==> src/design/pgb_pkg.sv <==
`timescale 1ns / 1ps
package pgb_pkg;

    // field widths fixed by the item format
    localparam int VAL_W     = 32;
    localparam int FAC_W     = 16;
    localparam int SLOT_W    = 4;
    localparam int ACT_W     = 5;
    localparam int CFG_IDX_W = 2;

    // defaults for the top level parameters
    localparam int PARTICLES_DEF     = 16;
    localparam int FRACTION_BITS_DEF = 16;
    localparam int MAX_RESULTS       = 16;

    // shared multiplier widths: 33-bit signed value times 17-bit positive factor
    localparam int MUL_A_W = VAL_W + 1;
    localparam int PROD_W  = MUL_A_W + FAC_W + 1;
    localparam int SUM_W   = PROD_W + 1;

    // configuration register indexes
    localparam logic [CFG_IDX_W-1:0] CFG_ACTIVE  = 2'd0;
    localparam logic [CFG_IDX_W-1:0] CFG_GRAVITY = 2'd1;
    localparam logic [CFG_IDX_W-1:0] CFG_REST    = 2'd2;
    localparam logic [CFG_IDX_W-1:0] CFG_FLOOR   = 2'd3;

    // configuration reset values
    localparam logic [ACT_W-1:0]        ACTIVE_RST  = 5'd16;
    localparam logic signed [VAL_W-1:0] GRAVITY_RST = -32'sd642908;
    localparam logic [FAC_W-1:0]        REST_RST    = 16'd47186;
    localparam logic signed [VAL_W-1:0] FLOOR_RST   = 32'sd0;

    // item modes
    localparam logic MODE_STEP = 1'b0;
    localparam logic MODE_LOAD = 1'b1;

    // one stored particle
    typedef struct packed {
        logic signed [VAL_W-1:0] x;
        logic signed [VAL_W-1:0] y;
        logic signed [VAL_W-1:0] z;
        logic signed [VAL_W-1:0] vx;
        logic signed [VAL_W-1:0] vy;
        logic signed [VAL_W-1:0] vz;
    } t_particle;

    // clamp a wide signed value to the 32-bit range
    function automatic logic signed [VAL_W-1:0] sat_val(input logic signed [SUM_W-1:0] v);
        logic signed [VAL_W-1:0] res;
        if (v[SUM_W-1:VAL_W-1] == '0 || v[SUM_W-1:VAL_W-1] == '1) begin
            res = v[VAL_W-1:0];
        end else if (v[SUM_W-1]) begin
            res = {1'b1, {(VAL_W-1){1'b0}}};
        end else begin
            res = {1'b0, {(VAL_W-1){1'b1}}};
        end
        return res;
    endfunction

    // 32-bit value plus rounded product, saturated
    function automatic logic signed [VAL_W-1:0] add_sat(input logic signed [VAL_W-1:0] a,
                                                        input logic signed [PROD_W-1:0] b);
        logic signed [SUM_W-1:0] s;
        s = SUM_W'(a) + SUM_W'(b);
        return sat_val(s);
    endfunction

endpackage

==> src/design/pgb_mul_round.sv <==
`timescale 1ns / 1ps
module pgb_mul_round #(
    parameter int FRACTION_BITS = pgb_pkg::FRACTION_BITS_DEF
) (
    input  logic                              i_clk,
    input  logic signed [pgb_pkg::MUL_A_W-1:0] i_a,
    input  logic [pgb_pkg::FAC_W-1:0]          i_b,
    output logic signed [pgb_pkg::PROD_W-1:0]  o_p
);
    import pgb_pkg::*;

    localparam logic signed [PROD_W-1:0] HALF = PROD_W'(1) <<< (FRACTION_BITS - 1);

    logic signed [PROD_W-1:0] w_prod;
    logic signed [PROD_W-1:0] w_rnd;
    logic signed [PROD_W-1:0] r_p;

    // exact product, then round to nearest with ties upward
    assign w_prod = i_a * $signed({1'b0, i_b});
    assign w_rnd  = w_prod + HALF;

    always_ff @(posedge i_clk) begin
        r_p <= w_rnd >>> FRACTION_BITS;
    end

    assign o_p = r_p;

endmodule

==> config.mk <==
export PLATFORM = sky130hd
export DESIGN_NAME = pgb_mul_round
export DESIGN_NICKNAME = d
export VERILOG_FILES = /design/src/design/pgb_pkg.sv /design/src/design/pgb_mul_round.sv
export SDC_FILE = /design/constraint.sdc
export NUM_CORES = 1
export LEC_CHECK = 0
export ABC_AREA = 1
export BUFFER_PORTS_ARGS = -buffer_cell sky130_fd_sc_hd__buf_2
export CORE_ASPECT_RATIO = 1.4
export CORE_MARGIN = 1
export CORE_UTILIZATION = 50
export CTS_CLUSTER_DIAMETER = 200
export DETAILED_ROUTE_END_ITERATION = 12
export GPL_ROUTABILITY_DRIVEN = 1
export PLACE_DENSITY = 0.76
export SYNTH_ARGS = -nofsm -noshare
export SYNTH_HDL_FRONTEND = slang
export SYNTH_SLANG_ARGS = --single-unit
==> constraint.sdc <==
create_clock -name i_clk -period 9.8 [get_ports i_clk]
set_clock_uncertainty 0.1 [all_clocks]
set_input_delay 0.49 -clock i_clk [delete_from_list [all_inputs] [get_ports i_clk]]
set_output_delay 0.49 -clock i_clk [all_outputs]
set_load 0.01 [all_outputs]
==> out/metrics.cfg, run 1 <==
[synthesis]
syn_nets = 3487
syn_area_per_cell_um2 = 7.55
synth_cell_types = 31
synthTopCellsByCount = inv_1, nand2_1, fa_1, ha_1, clkbuf_1
yosys_warnings = 0
seq_area_frac_synth_pct = 3.23
synth.top_cell.area_share_pct = 47.7
synthCells = 2790
synth_top_area_cell = fa_1
synth-edff-count = 0
ys_ff_latch = 34
async_flop_share_pct = 0
synth_area_leaders = fa_1, inv_1, nand2_1
netlist_area_um2 = 21100
synth_flop_cell = dfxtp_1
synth.most_common_cell = inv_1

[drt]
dr_wl_met3_um = 2120
detail_route.wl_per_cell_um = 16.5
vias = 16750
routed.top_layer = met5
via_per_inst = 5.08
wirelength_met1_um = 18000
drc = 0
wl_met2_um = 30700
drt-initial-drc-count = 1070
first_pass_iters = 5
ant_nets = 0
wl_um = 54400

[timing]
slew_headroom_pct = 42.7
finalCritPeriodShare_pct = 66.2
finalHoldViolations = 0
fmax_mhz = 154
setup_viol = 0
worst_pin_slew_ns = 0.860
fin_tns_setup_ns = 0
rsz0062_at_grt = no
final_max_slew_viol_count = 0
timing.final.crit_period_ns = 6.49

[cells_and_area]
area_growth_pct = 3.49
num-nets-final = 3452
drive_gt1_share_pct = 5.59
seqCellArea_um2 = 681
fillers = 4002
multi_input_comb_area_um2 = 16400
final_core_util_pct = 52.6
largest_register_ffs = 34

[grt]
overflow = 0
grt_pass1_wl_um = 91300
antenna_found_initial = 2
track_usage_pct = 27.0
grt_max_degree = 35
grt_pass1_vias = 19075

[cts]
cts_resized = 0
cts_max_level = 2
clock-sinks = 34
clockBufferDepth = 2
clkTransAtPathRegs_ns = 0.07
cts_tree = done
hold_buffers = 0
cts-root-buf = clkbuf_16
cts_setup_buffers = 0
cts-buffers-inserted = 5

[job]
maxCapViolCount = 0

[place]
port-buffer-count = 99
gp_congestion = 0.963
dp_hpwl_um = 47200

[worst_setup_path]
endpoint_kind = flop
path_max_fanout = 34
worstPathArrival_ns = 6.58
crit_required_ns = 9.89
startpoint_type = input port
worstPathCellList = buf_2, nand2_1, fa_1, inv_1, fa_1, fa_1, inv_1, fa_1, fa_1, fa_1, inv_1, ha_1, inv_1, nor3_1, nand2_1, nor2_1, nand3_1, nand4_1, nand2_1
worstSetupPathType = input port to flop
crit_path_frequent_cell = fa_1
slowest_delay_ns = 0.82
slowest_stage = fa_1

[floorplanning]
start_util_pct = 50.9
core_area_um2 = 41400
die_x_um = 175
rows = 88
dieArea_um2 = 43000
die_h_um = 245
io_pins = 100

[run_status]
status = complete, no violations

[min_path]
hp-class = input port to flop

## path summary, 6_finish.rpt
check	start	to	depth (start not counted)
hold / removal	i_a[0]	o_p[5]	5
setup / recovery	i_b[2]	o_p[32]	19
## logic make-up (layout without fill, tap and decap cells)
kind of cell,count (synthesis),after routing,share of synthesized area [%]
buf+inv,1051,1017,19.1
simple gates,925,925,17.7
fa+ha+maj,647,647,56.3
compound gates,114,114,2.91
flops,34,34,3.23
xor+xnor,19,19,0.790
other cells,0,1,0
## metal layers
metal  global-route usage, %  vias to the layer above
met2                    53.5                      564
li1                        -                     7604
met4                    16.0                        2
met5                       0                        -
met1                    27.0                     8343
met3                    2.04                      237
## critical path: cells and delay by family
kind | cells | cell delay, ns
and+or+nand+nor | 7 | 1.23
buffers and inverters | 5 | 1.05
adders and majority gates | 7 | 3.77
## cell usage in the layout (no fill, tap or decap), types with 2 or more instances in the layout
cell	n
nand3_1	39
a21boi_0	2
nand4_1	15
buf_2	99
nor2_1	86
a21oi_1	63
xor2_1	10
xnor2_1	9
nand2_1	738
nand2_2	22
or2_2	2
inv_1	902
nor2_4	3
dfxtp_1	34
fa_1	502
o21ai_0	25
ha_1	145
nor3_4	2
o21ai_1	9
nor2_2	8
o21a_1	8
o21bai_1	4
inv_2	6
nor3_1	4
buf_4	2
nor4_1	2
a21o_1	3
clkbuf_16	5
## layout make-up
cell class	count	area share, %
Multi-Input combinational cell	1705	75.1
Sequential cell	34	3.12
Clock inverter	2	0.0574
Timing Repair Buffer	101	2.34
Tap cell	540	3.10
Antenna cell	1	0.0115
Inverter	908	15.6
Clock buffer	6	0.637
## per-stage QoR
stage / setup slack [ns] / instances / area, um2 / hold WS, ns
CTS: 3.34 / 3296 / 21800 / 0.878
finish: 3.31 / 3297 / 21800 / 0.893
floorplan: 3.93 / 2790 / 21100 / 0.694
global placement: 3.20 / 3288 / 21600 / 0.788
detailed placement: 3.05 / 3288 / 21600 / 0.784
global route: 3.01 / 3297 / 21800 / 0.900
Power of run 1 is not shown: default switching activity piles up to over one toggle a cycle in this logic, so the estimate is an artifact.
==> inputs of run 2 (changes only) <==
--- a/config.mk
+++ b/config.mk
@@ -13,7 +13,7 @@
 export CTS_CLUSTER_DIAMETER = 200
 export DETAILED_ROUTE_END_ITERATION = 12
 export GPL_ROUTABILITY_DRIVEN = 1
-export PLACE_DENSITY = 0.76
+export PLACE_DENSITY = 0.79
 export SYNTH_ARGS = -nofsm -noshare
 export SYNTH_HDL_FRONTEND = slang
 export SYNTH_SLANG_ARGS = --single-unit
==> constraint.sdc (replaced) <==
create_clock -name i_clk -period 5.7 [get_ports i_clk]
set_clock_uncertainty 0.1 [all_clocks]
set_input_delay 0.285 -clock i_clk [delete_from_list [all_inputs] [get_ports i_clk]]
set_output_delay 0.285 -clock i_clk [all_outputs]
set_load 0.01 [all_outputs]
==> run 2 against run 1 <==
Against the previous run:
- core utilization grew 3.9 points
- via count grew 2.6%
- die area unchanged
- first-iteration DRC count down 6.7%
- hold slack worse by 0.16 ns
- count of clock-buffer cells in the layout shrank 1
- final cell count rose by 5.4%
- critical path type unchanged
- highest routed layer is now met4
==> out/metrics.cfg, run 2 (synthesis results as in run 1) <==
[cells_and_area]
largest_register_ffs = 34  ; unchanged
seqCellArea_um2 = 681  ; unchanged
final_cell_mix = inv_1, nand2_1, fa_1  ; unchanged
fin_cells = 3476  ; was 3297
antenna_cells = 0  ; was 1
multi_input_comb_area_um2 = 16400  ; about the same
drive_gt1_share_pct = 11.8  ; was 5.59%
final_common_cell = inv_1  ; unchanged
area_growth_pct = 11.2  ; was 3.49%
fillers = 3761  ; was 4002
num-nets-final = 3633  ; was 3452

[timing]
fmax_mhz = 183
finalHoldViolations = 0  ; unchanged
setup_viol = 0  ; unchanged
worst_pin_slew_ns = 0.471  ; was 0.860 ns
finalCritPeriodShare_pct = 95.7
slew_headroom_pct = 68.6  ; was 42.7%
rsz0062_at_grt = no  ; unchanged
timing.final.crit_period_ns = 5.46
final_max_slew_viol_count = 0  ; unchanged
fin_tns_setup_ns = 0  ; unchanged

[drt]
ant_nets = 0  ; unchanged
wl_um = 54600  ; was 54400 um
via_per_inst = 4.94  ; was 5.08
detail_route.wl_per_cell_um = 15.7  ; was 16.5 um
first_pass_iters = 6  ; was 5
drt-initial-drc-count = 998  ; was 1070
drc = 0  ; unchanged
vias = 17180  ; was 16750

[cts]
cts-root-buf = clkbuf_16  ; unchanged
cts_tree = done  ; unchanged
clockBufferDepth = 2  ; unchanged
hold_buffers = 0  ; unchanged
cts-buffers-inserted = 5  ; unchanged
clock-sinks = 34  ; unchanged
cts_max_level = 2  ; unchanged
clkTransAtPathRegs_ns = 0.06  ; was 0.07 ns

[place]
dp_hpwl_um = 48000  ; was 47200 um
port-buffer-count = 99  ; unchanged
gp_congestion = 0.952  ; was 0.963
place_inst = 3469  ; was 3288

[run_status]
status = complete, no violations  ; unchanged

[worst_setup_path]
worstPathArrival_ns = 5.49  ; was 6.58 ns
crit_required_ns = 5.73  ; was 9.89 ns
startpoint_type = input port  ; unchanged
worstSetupPathType = input port to flop  ; unchanged
endpoint_kind = flop  ; unchanged
path_max_fanout = 10  ; was 34

[min_path]
hp-class = input port to flop  ; unchanged
min_from = i_a[0]  ; unchanged
hold_depth = 6  ; was 5
min_to = o_p[5]  ; unchanged

[floorplanning]
core_area_um2 = 41400  ; unchanged
start_util_pct = 50.9  ; unchanged
rows = 88  ; unchanged
dieArea_um2 = 43000  ; unchanged
die_h_um = 245  ; unchanged
die_x_um = 175  ; unchanged
io_pins = 100  ; unchanged

[grt]
overflow = 0  ; unchanged
grt_pass1_vias = 18952  ; was 19075
antenna_found_initial = 0  ; was 2
grt_max_degree = 34  ; was 35
grt_pass1_wl_um = 91100  ; was 91300 um
track_usage_pct = 27.1  ; was 27.0%

[job]
maxCapViolCount = 0  ; unchanged

[run 2: cell types whose count changed in the layout (fill, tap and decap cells not counted), sizes merged]
| cell | before | now |
|---|---|---|
| clkinvlp | 1 | 0 |
| diode | 1 | 0 |
| buf | 101 | 282 |
| clkbuf | 6 | 5 |
| clkinv | 1 | 2 |
[run 2: stage by stage]
step / hold slack, ns / utilization, % / setup WS [ns] / instance area [um2]
final: 0.737 / 56.6 / 0.243 / 23400
after global routing: 0.764 / 56.6 / 0.000207 / 23400
after CTS: 0.737 / 56.4 / 0.0256 / 23400
after detailed placement: 0.580 / 56.1 / -0.347 / 23200
after global placement: 0.580 / 56.1 / -0.298 / 23200
after floorplan: 0.489 / - / 0.0356 / 21100
[run 2: worst max-delay path, cell delays in order]
cell and delay (ns):
buf_2 0.20, buf_4 0.20, nand2_1 0.05, inv_1 0.05, fa_1 0.53, inv_1 0.05, fa_1 0.48, inv_1 0.05
fa_1 0.49, fa_1 0.57, fa_1 0.51, inv_1 0.05, fa_1 0.47, inv_1 0.04, ha_1 0.35, a21oi_1 0.20
o21ai_0 0.18, buf_4 0.17, a21oi_1 0.17, o21a_1 0.16, nand2_1 0.05, nand2_1 0.05, nand2_1 0.12
[run 2: routing by layer]
layer	wire, um	GRT usage, %	vias up
met2	29300	52.1	632
met5	0	0	-
met3	2660	2.08	242
met4	3910	16.1	0
li1	-	-	7967
met1	18700	28.4	8339
[run 2: how the worst max path moves through the flow]
stage	from	to	cells past startpoint
finish	i_b[5]	o_p[18]	23
CTS	i_b[4]	o_p[32]	21
global placement	i_b[3]	o_p[32]	20
detailed placement	i_b[3]	o_p[32]	20
global route	i_b[5]	o_p[27]	23
floorplan	i_a[32]	o_p[29]	20
[run 2: final cells by class]
| cell class | instances | share of cell area (%) |
|---|---|---|
| Tap cell | 540 | 2.89 |
| Inverter | 908 | 14.6 |
| Sequential cell | 34 | 2.91 |
| Clock buffer | 5 | 0.534 |
| Multi-Input combinational cell | 1705 | 70.0 |
| Timing Repair Buffer | 282 | 9.03 |
| Clock inverter | 2 | 0.0428 |
[run 2: what timing repair did]
item	4_1_cts	5_1_grt
setup buffers	0	0
resized for setup	2	17
setup endpoints to repair	2	26
Power of run 2 is left out for the same reason.
