==> src/design/pgb_ram.sv <==
`timescale 1ns / 1ps
module pgb_ram #(
    parameter int WIDTH = 32,
    parameter int DEPTH = 16,
    localparam int AW = (DEPTH > 1) ? $clog2(DEPTH) : 1
) (
    input  logic             i_clk,
    input  logic             i_we,
    input  logic [AW-1:0]    i_waddr,
    input  logic [WIDTH-1:0] i_wdata,
    input  logic [AW-1:0]    i_raddr,
    output logic [WIDTH-1:0] o_rdata
);

    logic [WIDTH-1:0] r_mem [DEPTH];
    logic [WIDTH-1:0] r_rdata;

    // one write port, one registered read port
    always_ff @(posedge i_clk) begin
        if (i_we) begin
            r_mem[i_waddr] <= i_wdata;
        end
        r_rdata <= r_mem[i_raddr];
    end

    assign o_rdata = r_rdata;

endmodule

==> config.mk <==
export PLATFORM = sky130hd
export DESIGN_NAME = pgb_ram
export DESIGN_NICKNAME = d
export VERILOG_FILES = /design/src/design/pgb_ram.sv
export SDC_FILE = /design/constraint.sdc
export NUM_CORES = 1
export LEC_CHECK = 0
export BUFFER_PORTS_ARGS = -buffer_cell sky130_fd_sc_hd__buf_2
export CORE_MARGIN = 4
export CORE_UTILIZATION = 60
export DETAILED_ROUTE_END_ITERATION = 10
export PLACE_DENSITY = 0.89
export SETUP_SLACK_MARGIN = 0.4
export SYNTH_ARGS = -nofsm -noshare
export SYNTH_HDL_FRONTEND = slang
export SYNTH_SLANG_ARGS = --single-unit
==> constraint.sdc <==
create_clock -name i_clk -period 5.13 [get_ports i_clk]
set_clock_uncertainty 0.2 [all_clocks]
set_input_delay 0.513 -clock i_clk [delete_from_list [all_inputs] [get_ports i_clk]]
set_output_delay 0.513 -clock i_clk [all_outputs]
set_load 0.01 [all_outputs]
==> results of run 1 <==
[flip-flops by register name, indices dropped and copies added, names as in the netlist]
signal and flops:
o_rdata 32, r_mem 512
[placed cells by master, fill, tap and decap left out, drive strengths merged, types with 6 or more instances in the layout]
cell type and count:
a22oi 64, buf 98, bufinv 6, clkbuf 61, clkinv 19, dfxtp 32, edfxtp 512, mux4 128
nand2 33, nor2 13
[layout make-up]
| class | instances | area, µm² | area share |
|---|---|---|---|
| Sequential cell | 544 | 16000 | 0.711 |
| Multi-Input combinational cell | 251 | 3750 | 0.167 |
| Clock buffer | 60 | 1310 | 0.0581 |
| Timing Repair Buffer | 99 | 572 | 0.0254 |
| Tap cell | 442 | 553 | 0.0246 |
| Clock inverter | 29 | 307 | 0.0136 |
| Antenna cell | 3 | 7.51 | 0.000333 |
[worst max-delay path, cell delays in order]
cell	delay [ps]
buf_2	110
nand3_1	310
nor3_2	1090
buf_4	450
[worst min-delay path by stage]
stage,startpoint,to,slack [ps]
after floorplan,i_wdata[0],r_mem[0][0]$_DFFE_PP_,410
after detailed placement,r_mem[14][7]$_DFFE_PP_,o_rdata[7]$_DFF_P_,450
final,i_wdata[28],r_mem[10][28]$_DFFE_PP_,140
after global routing,i_wdata[15],r_mem[12][15]$_DFFE_PP_,140
after CTS,i_wdata[4],r_mem[1][4]$_DFFE_PP_,120
after global placement,r_mem[14][3]$_DFFE_PP_,o_rdata[3]$_DFF_P_,450
[through the flow]
| step | worst slack [ps] | cell area (µm²) | util | cells | power, µW |
|---|---|---|---|---|---|
| 6_report | 2670 | 22500 | 0.690 | 1428 | 9130 |
| 5_1_grt | 2520 | 22500 | 0.690 | 1427 | 9420 |
| 4_1_cts | 2690 | 22500 | 0.690 | 1425 | 9170 |
| 3_5_place_dp | 2090 | 20900 | 0.640 | 1336 | 5530 |
| 3_3_place_gp | 2200 | 20900 | 0.640 | 1336 | 5500 |
| 2_1_floorplan | 1240 | 19900 | - | 838 | 5340 |
[routing by layer]
metal  up-vias  wire, µm  part of all wire
met5         -        34           0.00076
li1       3777         -                 -
met2       655     23200              0.52
met4         6      1380             0.031
met1      4921     15900              0.35
met3       104      4340             0.097
[power groups by stage]
stage,logic (µW),registers [µW],clock network (µW)
after global routing,473,5010,3930
after floorplan,239,5100,0
after detailed placement,433,5100,0
after global placement,415,5090,0
after CTS,442,5010,3720
final,439,5010,3680
[cells by family after synthesis]
| family | share of synthesized area |
|---|---|
| flops | 0.807 |
| mux | 0.145 |
| compound gates | 0.0242 |
| simple gates | 0.0127 |
| buf+inv | 0.0112 |
==> impl_metrics.csv, run 1 <==
group,metric,value,unit
cts,clockRootBuffer,"clkbuf_16",
pwr,peakVddDrop,0.242,mV
synth,synth_flop_cell,"edfxtp_1",
synth,synthTopCellsByArea,"edfxtp_1 (77%), mux4_2 (15%), dfxtp_1 (3.2%)",
floorplan,start_util,0.609,
finish,n_fill_cell,1866,
sta,clock.fmax,407,MHz
finish,layout.nets,987,
pwr,p_switching,1870,µW
setup_path,crit_type,"in2reg",
setup_path,crit_fanout,13,
sta,layout_min_cycle_time,2460,ps
cts,post_cts_resized,0,
global_routing,grt_pass1_wl,66700,µm
global_routing,grt_use_met3,0.0561,
cts,hold_buffers,0,
cts,cts-htree-levels,2,
setup_path,reg2reg_slack,3460,ps
cts,cts_setup_buffers,0,
global_routing,met1_usage,0.349,
pwr,p_leak,0.00726,µW
synth,syn_area_per_cell,23.7,µm²
setup_path,cp-end-kind,"flip-flop",
finish,area_growth,13.4,%
pwr,power_density,406,nW/µm²
sta,finalHoldViolCount,0,
synth,synth_cells,838,
floorplan,core.rowCount,66,
finish,layout-drive-gt1-share,0.334,
global_routing,gr-total-overflow,0,
cts,clk_latency,550,ps
setup_path,ff2ff_path_depth,3,
synth,ys_types,18,
flow_run,maxCapViolations,0,
route,wl_per_cell,31.4,µm
setup_path,cp.required,5150,ps
synth,synth.top_cell.area_share,0.774,
pwr,p_seq_frac,0.548,
floorplan,die-area,36100,µm²
route,vias,9463,
route,dr.pass1.iters,5,
setup_path,reg2reg_from,"r_mem[9][20]$_DFFE_PP_",
floorplan,die_w,190,µm
placement,dp_hpwl,22000,µm
cts,clkSinkCount,544,
synth,syn_nets,880,
setup_path,crit_end,"r_mem[12][13]$_DFFE_PP_",
sta,rsz0062_at_grt,"false",
floorplan,pin_count,74,
global_routing,first_global_vias,9993,
global_routing,busiest_layer,"met2",
pwr,power.internal,7260,µW
sta,finalSetupViolCount,0,
synth,async_flop_share,0,
min_path,min_path_type,"in2reg",
min_path,min_path_cells,1,
floorplan,core_area,32600,µm²
synth,yosys_warnings,0,
setup_path,reg2reg_to,"o_rdata[20]$_DFF_P_",
sta,worst_slew_pin_slew,1320,ps
synth,synth_seq_area_share,0.807,
placement,portBuffers,73,
setup_path,cp-start-kind,"input pin",
global_routing,antenna_found_initial,5,
synth,ys_ff_latch,544,
synth,synthTopCellsByCount,"edfxtp_1 (512), mux4_2 (128), a22oi_1 (64)",
sta,hold_slack,142,ps
outcome,status,"complete, no violations",
global_routing,grt_max_degree,74,
pwr,clkPwrFrac,0.403,
synth,synth_edf_count,512,
synth,yosysMostFrequentCell,"edfxtp_1",
route,via_per_inst,6.63,
sta,timing.final.crit_share,0.479,
global_routing,grtUsageMet2,0.429,
pwr,comb_power_share,0.048,
synth,synth.cell_area,19900,µm²
cts,cts_tree,"built",
global_routing,track_usage,0.256,
synth,yosysTopAreaCell,"edfxtp_1",
pwr,swShare,0.205,
sta,finalSetupTns,0,ps
route,remaining_drc_errors,0,
cts,clk_path_buf_depth,3,
setup_path,arrival,2480,ps
floorplan,die_y,190,µm
placement,routabilityCongestion,0.725,
setup_path,startpoint,"i_we",
route,ant_nets,0,
cts,numCtsBuffers,49,
route,drt-initial-drc-count,1295,
sta,maxSlewViolCount,0,
route,routed_wl,44900,µm
sta,slew_headroom,0.118,
cts,clkTransAtPathRegs,70,ps
(Power assumes the default switching activity.)
==> run 2: changes to the inputs <==
clock period = 2.3 ns   (was 5.13 ns; I/O delays follow)
==> impl_metrics.csv, run 2 (synthesis results as in run 1) <==
group,metric,value,unit
outcome,status,"complete, no violations",
sta,layout_min_cycle_time,1590,ps
cts,cts_tree,"built",
finish,n_fill_cell,1766,
setup_path,cp-end-kind,"flip-flop",
sta,worst_slew_pin_slew,671,ps
setup_path,critPathBufInv,0,
finish,area_growth,16.8,%
cts,clkSinkCount,544,
setup_path,path_cells,"mux4_2 -> a22oi_1 -> nand2_1",
placement,portBuffers,73,
setup_path,arrival,1820,ps
pwr,peakVddDrop,0.532,mV
cts,clk_path_buf_depth,3,
cts,clockRootBuffer,"clkbuf_16",
route,wl_per_cell,30.8,µm
flow_run,maxCapViolations,0,
floorplan,pin_count,74,
floorplan,start_util,0.609,
finish,layout-drive-gt1-share,0.325,
floorplan,core.rowCount,66,
sta,finalSetupViolCount,0,
finish,multiInputGateArea,3780,µm²
floorplan,die_w,190,µm
setup_path,cp-start-kind,"flip-flop",
global_routing,track_usage,0.256,
cts,post_cts_resized,0,
global_routing,grt_max_degree,35,
min_path,min_path_type,"in2reg",
floorplan,die_y,190,µm
route,ant_nets,0,
global_routing,antenna_found_initial,0,
finish,post-route-util,0.711,
floorplan,core_area,32600,µm²
finish,largest_reg_flops,512,
placement,routabilityCongestion,0.699,
pwr,p_leak,0.00751,µW
setup_path,cp.required,2520,ps
route,remaining_drc_errors,0,
cts,cts-htree-levels,2,
route,dr.pass1.iters,5,
finish,final-seq-area,16000,µm²
placement,placed_area,21300,µm²
sta,maxSlewViolCount,0,
cts,clkTransAtPathRegs,60,ps
sta,clock.fmax,627,MHz
setup_path,critical-path-top-delay-family,"multiplexers",
finish,top_register,"r_mem",
setup_path,crit_type,"reg2reg",
finish,final_common_cell,"edfxtp_1",
route,drt-initial-drc-count,1432,
sta,timing.final.crit_share,0.693,
global_routing,first_global_vias,10234,
pwr,power_density,872,nW/µm²
route,via_per_inst,6.56,
placement,dp_hpwl,21900,µm
global_routing,grt_pass1_wl,66900,µm
cts,numCtsBuffers,49,
finish,final_cell_mix,"edfxtp_1 (512), mux4_2 (128), buf_2 (71)",
global_routing,gr-total-overflow,0,
sta,finalSetupTns,0,ps
finish,fin_area,23200,µm²
sta,rsz0062_at_grt,"false",
floorplan,die-area,36100,µm²
finish,layout.nets,1027,
sta,finalHoldViolCount,0,
setup_path,crit_slowest_cell,"mux4_2",
sta,slew_headroom,0.553,
setup_path,crit_fanout,1,
cts,cts_setup_buffers,0,
route,routed_wl,45100,µm
route,vias,9624,
setup_path,cpPeakStageDelay,500,ps
cts,clk_latency,550,ps
finish,antenna_cells,0,
run 2: final timing paths:
check,slack [ps],endpoint,startpoint,cells past startpoint
hold / removal,90,o_rdata[25]$_DFF_P_,i_raddr[3],4
hold reg to reg,480,o_rdata[1]$_DFF_P_,r_mem[15][1]$_DFFE_PP_,3
setup / recovery,710,o_rdata[5]$_DFF_P_,r_mem[3][5]$_DFFE_PP_,3
setup reg to reg,710,o_rdata[5]$_DFF_P_,r_mem[3][5]$_DFFE_PP_,3
run 2: power by group:
| group | total (µW) | leakage, µW | switching, µW | internal (µW) |
|---|---|---|---|---|
| Clock | 7950 | 0.000776 | 3450 | 4500 |
| Sequential | 11200 | 0.00489 | 89.3 | 11100 |
| Combinational | 1090 | 0.00184 | 621 | 470 |
| Total | 20200 | 0.00751 | 4160 | 16000 |
run 2: what timing repair did:
action                                  in CTS  in global routing
hold endpoints to repair                   512                  0
endpoints found under the setup margin       0                  0
hold buffers                                32                  0
run 2: metrics by stage:
step	hold WS, ps	total power, µW	setup slack, ps	std cells
floorplan	129	11900	180	838
global placement	392	12300	322	1344
detailed placement	400	12400	227	1344
CTS	73.8	20300	719	1467
global route	115	20900	666	1467
finish	89.4	20200	705	1467
run 2: final cells by class:
cell class | count | share of cell area
sequential | 544 | 0.691
multi-input combinational | 251 | 0.163
clock buffer | 62 | 0.0581
timing repair buffer | 139 | 0.0546
tap | 442 | 0.0238
clock inverter | 29 | 0.00993
run 2: layer usage:
| metal | vias up | share of wire | global-route usage |
|---|---|---|---|
| li1 | 3856 | - | - |
| met1 | 5038 | 0.37 | 0.363 |
| met2 | 648 | 0.52 | 0.423 |
| met3 | 82 | 0.092 | 0.0516 |
| met4 | 0 | 0.022 | 0.0657 |
| met5 | - | 0 | 0 |
run 2: worst min-delay path, cell delays in order:
cell and delay [ps]:
buf_2 150, nor2b_4 130, a22oi_1 180, nand2_1 80
==> run 3: changes to the inputs <==
clock period = 1.5 ns   (was 2.3 ns; I/O delays follow)
==> impl_metrics.csv, run 3 (synthesis results as in run 1) <==
group,metric,value,unit
cts,clockRootBuffer,"clkbuf_16",
sta,rsz0062_at_grt,"true",
sta,maxSlewViolCount,0,
min_path,min_path_cells,4,
flow_run,maxCapViolations,0,
setup_path,cp-end-kind,"flip-flop",
route,remaining_drc_errors,0,
floorplan,die-area,36100,µm²
cts,clkTransAtPathRegs,80,ps
placement,routabilityCongestion,0.726,
finish,final_cell_mix,"edfxtp_1 (512), mux4_2 (128), clkbuf_16 (68)",
outcome,status,"complete, but fails checks",
global_routing,track_usage,0.313,
sta,layout_min_cycle_time,1780,ps
placement,dp_hpwl,25200,µm
floorplan,pin_count,74,
global_routing,antenna_found_initial,0,
cts,numCtsBuffers,51,
sta,worst_slew_pin_slew,1270,ps
placement,placed_cells,1396,
sta,finalHoldViolCount,0,
finish,final_common_cell,"edfxtp_1",
cts,clk_path_buf_depth,3,
cts,clk_latency,590,ps
floorplan,core_area,32600,µm²
pwr,peakVddDrop,1.19,mV
pwr,p_leak,0.00854,µW
floorplan,die_y,190,µm
finish,final-seq-area,16000,µm²
sta,clock.fmax,561,MHz
route,drt-initial-drc-count,1963,
cts,cts_tree,"built",
cts,clkSinkCount,544,
finish,final_cell_count_no_fill,1590,
route,dr.pass1.iters,7,
pwr,power_density,1280,nW/µm²
global_routing,grt_pass1_wl,80100,µm
route,ant_nets,0,
sta,finalSetupViolCount,26,
placement,portBuffers,73,
min_path,min_path_type,"in2reg",
global_routing,first_global_vias,10983,
finish,layout-drive-gt1-share,0.437,
setup_path,cp.required,1760,ps
finish,layout.nets,1147,
setup_path,startpoint,"r_mem[10][18]$_DFFE_PP_",
floorplan,start_util,0.609,
finish,area_growth,29.0,%
route,routed_wl,62000,µm
cts,cts-htree-levels,2,
setup_path,arrival,2040,ps
setup_path,ff2ff_path_depth,3,
setup_path,cp-start-kind,"flip-flop",
finish,multiInputGateArea,3940,µm²
finish,top_register,"r_mem",
finish,largest_reg_flops,512,
finish,antenna_cells,0,
setup_path,reg2reg_from,"r_mem[10][18]$_DFFE_PP_",
setup_path,crit_fanout,1,
setup_path,crit_type,"reg2reg",
finish,n_fill_cell,1450,
route,via_per_inst,7.10,
outcome,violations,"setup timing",
sta,slew_headroom,0.153,
global_routing,gr-total-overflow,0,
route,wl_per_cell,39.0,µm
min_path,min_from,"i_raddr[0]",
floorplan,core.rowCount,66,
sta,finalSetupTns,-1920,ps
global_routing,grt_max_degree,33,
sta,timing.final.ws_setup,-282,ps
sta,timing.final.crit_share,1.19,
floorplan,die_w,190,µm
route,vias,11288,
[run 3: where the power goes]
group          total [µW]  switching (µW)  internal [µW]  leakage (µW)
clock network       13300            5920           7360      0.000810
registers           17200             195          17000       0.00490
logic                2250            1180           1070       0.00284
[run 3: timing repair]
item                                   in CTS  in global routing
resized for setup                         109                 31
hold buffers                               32                  0
pin swaps                                  15                 11
gates cloned                               12                 20
setup endpoints to repair                 264                363
endpoints found under the hold margin     512                  0
buffers inserted                           19                 15
[run 3: layout make-up]
type	instances	area share
clock buffers	67	0.0538
clock inverters	29	0.0110
multi-input cells	251	0.154
flip-flops and latches	544	0.627
well taps	442	0.0216
repair buffers	257	0.133
[run 3: critical path: stages, from the launching register on]
cell and delay, ps:
edfxtp_1 500, mux4_2 590, a22oi_2 230, nand2_1 110
[run 3: final timing paths]
path,endpoint,slack [ps]
setup / recovery,o_rdata[18]$_DFF_P_,-280
hold / removal,o_rdata[14]$_DFF_P_,40
setup reg to reg,o_rdata[18]$_DFF_P_,-280
hold reg to reg,o_rdata[29]$_DFF_P_,480
[run 3: per-stage QoR]
step                utilization  hold slack [ps]  instance area [µm²]  power (µW)  setup slack [ps]
floorplan                     -             48.9                20200       18300              -559
global placement          0.674              314                22000       19100              -365
detailed placement        0.674              332                22000       19200              -451
CTS                       0.763             15.8                24900       32200             -51.7
global route              0.785             48.6                25600       33500              -244
finish                    0.785             43.4                25600       32700              -282
[run 3: routing by layer]
metal | GRT usage | share of wire | up-vias
met5 | 0 | 0 | -
met4 | 0.126 | 0.058 | 0
met3 | 0.0600 | 0.11 | 203
met2 | 0.518 | 0.51 | 1094
met1 | 0.421 | 0.32 | 5853
li1 | - | - | 4138
